===== src/design/dtq_pkg.sv =====
`timescale 1ns / 1ps

package dtq_pkg;

    localparam int QUEUE_DEPTH = 16;
    localparam int ID_BITS     = 16;
    localparam int DL_W        = 64;
    localparam int RES_W       = 20;
    localparam int ACT_W       = 2;
    localparam int OUT_ID_W    = 16;

    typedef enum logic [ACT_W-1:0] {
        ACT_SCHEDULE = 2'd0,
        ACT_CANCEL   = 2'd1,
        ACT_TICK     = 2'd2
    } t_action;

    // one slot of the sorted chain
    typedef struct packed {
        logic            valid;
        logic [DL_W-1:0] deadline;
        logic [ID_BITS-1:0] id;
    } t_entry;

    // broadcast to every cell; id doubles as the cancel key
    typedef struct packed {
        logic            ins;
        logic            rem;
        logic            pop;
        logic [DL_W-1:0] deadline;
        logic [ID_BITS-1:0] id;
    } t_cell_ctrl;

endpackage


===== src/design/dtq_cell.sv =====
`timescale 1ns / 1ps

module dtq_cell (
    input  logic               i_clk,
    input  logic               i_rst_n,
    input  dtq_pkg::t_cell_ctrl i_ctrl,
    input  dtq_pkg::t_entry    i_prev,
    input  dtq_pkg::t_entry    i_next,
    input  logic               i_prev_after,
    input  logic               i_hit_before,
    output dtq_pkg::t_entry    o_ent,
    output logic               o_after,
    output logic               o_match
);
    import dtq_pkg::*;

    logic               r_valid;
    logic [DL_W-1:0]    r_deadline;
    logic [ID_BITS-1:0] r_id;
    t_entry             n_ent;

    assign o_ent   = '{valid: r_valid, deadline: r_deadline, id: r_id};
    // new entry goes behind this one (ties keep arrival order)
    assign o_after = r_valid && (r_deadline <= i_ctrl.deadline);
    assign o_match = r_valid && (r_id == i_ctrl.id);

    always_comb begin
        n_ent = o_ent;
        if (i_ctrl.ins) begin
            if (!o_after) begin
                if (i_prev_after) begin
                    n_ent = '{valid: 1'b1, deadline: i_ctrl.deadline, id: i_ctrl.id};
                end else begin
                    n_ent = i_prev;
                end
            end
        end else if (i_ctrl.rem) begin
            // compact from the first match onward
            if (i_hit_before || o_match) begin
                n_ent = i_next;
            end
        end else if (i_ctrl.pop) begin
            n_ent = i_next;
        end
    end

    always_ff @(posedge i_clk) begin
        if (!i_rst_n) begin
            r_valid <= 1'b0;
        end else begin
            r_valid <= n_ent.valid;
        end
    end

    always_ff @(posedge i_clk) begin
        r_deadline <= n_ent.deadline;
        r_id       <= n_ent.id;
    end

endmodule


===== config.mk =====
export PLATFORM = sky130hd
export DESIGN_NAME = dtq_cell
export DESIGN_NICKNAME = d
export VERILOG_FILES = /design/src/design/dtq_pkg.sv /design/src/design/dtq_cell.sv
export SDC_FILE = /design/constraint.sdc
export NUM_CORES = 1
export LEC_CHECK = 0
export ABC_CLOCK_PERIOD_IN_PS = 8550
export BUFFER_PORTS_ARGS = -buffer_cell sky130_fd_sc_hd__buf_4
export CAP_MARGIN = 20
export CORE_ASPECT_RATIO = 1.4
export CORE_MARGIN = 2
export CORE_UTILIZATION = 30
export CTS_BUF_LIST = sky130_fd_sc_hd__clkbuf_2 sky130_fd_sc_hd__clkbuf_4 sky130_fd_sc_hd__clkbuf_8
export CTS_CLUSTER_DIAMETER = 100
export CTS_CLUSTER_SIZE = 40
export DETAILED_ROUTE_END_ITERATION = 8
export GPL_ROUTABILITY_DRIVEN = 1
export GPL_TIMING_DRIVEN = 0
export PLACE_DENSITY_LB_ADDON = 0.3
export SLEW_MARGIN = 30
export SYNTH_ARGS = -nofsm -noshare
export SYNTH_HDL_FRONTEND = slang
export SYNTH_SLANG_ARGS = --single-unit

===== constraint.sdc =====
create_clock -name i_clk -period 8.55 [get_ports i_clk]
set_clock_uncertainty 0.15 [all_clocks]
set_input_delay 0.4275 -clock i_clk [delete_from_list [all_inputs] [get_ports i_clk]]
set_output_delay 0.4275 -clock i_clk [all_outputs]
set_load 0.05 [all_outputs]

==> impl_metrics.toml <==
[floorplan]
num_io_pins = 332
core_um2 = 19300
rows = 60
die_w_um = 123
dieArea_um2 = 20900
start_util = 0.307
die_y_um = 170

[global_route]
antenna_found_initial = 0
grt_pass1_vias = 5696
grt_pass1_wl_um = 29600
grt_max_degree = 20
gr-total-overflow = 0
grtUsageTotal = 0.186

[route]
drcViolationCount = 0
wl_per_cell_um = 16.6
dr_wl_met2_um = 10700
vias = 5768
wl_met3_um = 1440
initialDrtViolationCount = 228
wl_met1_um = 7610
final_antenna_net_count = 0
routed_wl_um = 20100
top_layer_used = "met4"
drt_pass1_iterations = 6
viasPerCell = 4.76

[flow_run]
cap_violations = 0

[yosys]
async_flop_share = 0
ys_warn_count = 0
synth_seq_cells = 81
synth_cell_type_count = 41
synth_top_area_frac = 0.406
yosys.area.top_type = "edfxtp_1"
synthCells = 614
synth.avg_cell_area_um2 = 9.65
synthTopCellsByArea = "edfxtp_1, ha_1, mux2i_1, a21oi_1, nor2_1"
yosysSeqAreaShare = 0.409
syn-num-nets = 927
synth_area_um2 = 5920
synth_edf_count = 80
synth-main-ff-cell = "edfxtp_1"

[final_layout]
finish.utilization = 0.467
final_net_count = 1272
diodes = 0
final_cell_mix = "buf_4, a21oi_1, nor2_1"
fin_area_um2 = 9000
instances_no_fill = 1211
layout_commonest_cell = "buf_4"
drive_gt1_frac = 0.369
syn_to_final_growth_pct = 52.0

[critical_path]
r2r_setup_slack_ns = 4.90
critPathKind = "register to output port"
endpoint_kind = "output port"
reg2reg_to = "r_deadline[5]"
arrival_ns = 3.09
crit_fanout = 3
start_kind = "register"
rr_worst_depth = 9
cp-startpoint = "r_deadline[53]"
critPathCapture = "o_after"
crit_required_ns = 7.97
reg2reg_from = "r_deadline[11]"

[power]
p_leak_nw = 4.41
peakVddDrop_mv = 0.0822
cellPowerDensity_nw_per_um2 = 155

[clock_network]
postCtsSetupRepairBufs = 0
cts_resized = 0
root_buffer = "clkbuf_8"
cts.sinks = 81
cts_tree = "yes"
cts_hold_buf = 0
numCtsBuffers = 9
clock_path_buffers = 2
cts_htree_levels = 3
clk_pin_slew_ns = 0.09
clk_latency_ns = 0.37

[timing]
setup_violations = 0
hold_viol_final = 0
worst-slew-pin-transition_ns = 0.783
drv_slew = 0
max-slew-margin-rel = 0.478
fmax_ghz = 0.273
min_period_over_period = 0.429
fin_hold_ws_ns = 0.175
layout_min_cycle_time_ns = 3.66
rsz0062_at_grt = "no"

[placed_design]
dpl-instance-area_um2 = 8790
routabilityCongestion = 0.836
io_buffers = 330
hpwl_um = 16700
dp_cells = 1196

[hold_path]
holdCritStartpoint = "i_rst_n"
holdCritPathClass = "input pin to register"

[outcome]
status = "complete, no violations"
## cells by family after synthesis
family,count (synthesis),share of synthesized area
flip-flops,81,0.409
multiplexers,80,0.135
AO/OA/AOI/OAI,133,0.124
buffers and inverters,94,0.0602
adder cells (fa/ha/maj),64,0.135
XOR/XNOR,16,0.0237
AND/OR/NAND/NOR,146,0.113
## stage by stage
stage	worst slack, ns	power, W	setup TNS (ns)
2_1_floorplan	1.78	0.000864	0
3_3_place_gp	-0.658	0.00109	-52.02
3_5_place_dp	4.66	0.00109	0
4_1_cts	4.75	0.00142	0
5_1_grt	4.58	0.00147	0
6_report	4.89	0.00140	0
## flip-flops by register name, summed over array words and instances, names as in the netlist
signal      cells
r_deadline     64
r_valid         1
r_id           16
## worst min path at each step
stage	endpoint	slack (ns)	depth (start not counted)
after global placement	r_valid	0.54	2
final	r_valid	0.18	2
after detailed placement	r_valid	0.56	2
after CTS	r_valid	0.16	2
after global routing	r_valid	0.17	2
after floorplan	r_valid	0.44	1
## power breakdown
group          internal, W  leakage [nW]  switching, W
Sequential        0.000497         0.802     0.0000276
Clock             0.000162        0.0987      0.000156
Combinational     0.000222          3.51      0.000333
Total             0.000881          4.41      0.000517
## Yosys cell counts, types with 5 or more instances
library cell and n:
inv_1 66, buf_1 7, nand2_1 15, mux2i_1 80, o21ai_0 6, nor2_1 86
nand3_1 14, a21o_1 5, a21oi_1 107, edfxtp_1 80, xor2_1 12, clkbuf_1 20
nand4_1 13, ha_1 64, nor4_1 5
## final cells by class
cell class              count  area (µm²)
multi-input cells         439        3160
inverters                  66         248
flip-flops and latches     81        2420
clock inverters             6        83.8
repair buffers            334        2550
fillers                  1929       10300
clock buffers               9         124
well taps                 248         310
plain buffers              28         109
## routing by layer
layer	GRT usage	vias to the layer above
met5	0	-
met2	0.343	215
met1	0.208	2622
met3	0.0399	24
met4	0.0610	0
li1	-	2907
## critical path, stage by stage, from the launching register on
cell and delay [ns]:
edfxtp_1 0.44, ha_1 0.31, a21oi_1 0.14, o21ai_0 0.10, a221o_1 0.37, nor4b_1 0.55
nand3_1 0.23, o21ai_2 0.31, buf_4 0.26
No activity file was read; power rests on OpenSTA's default activity.
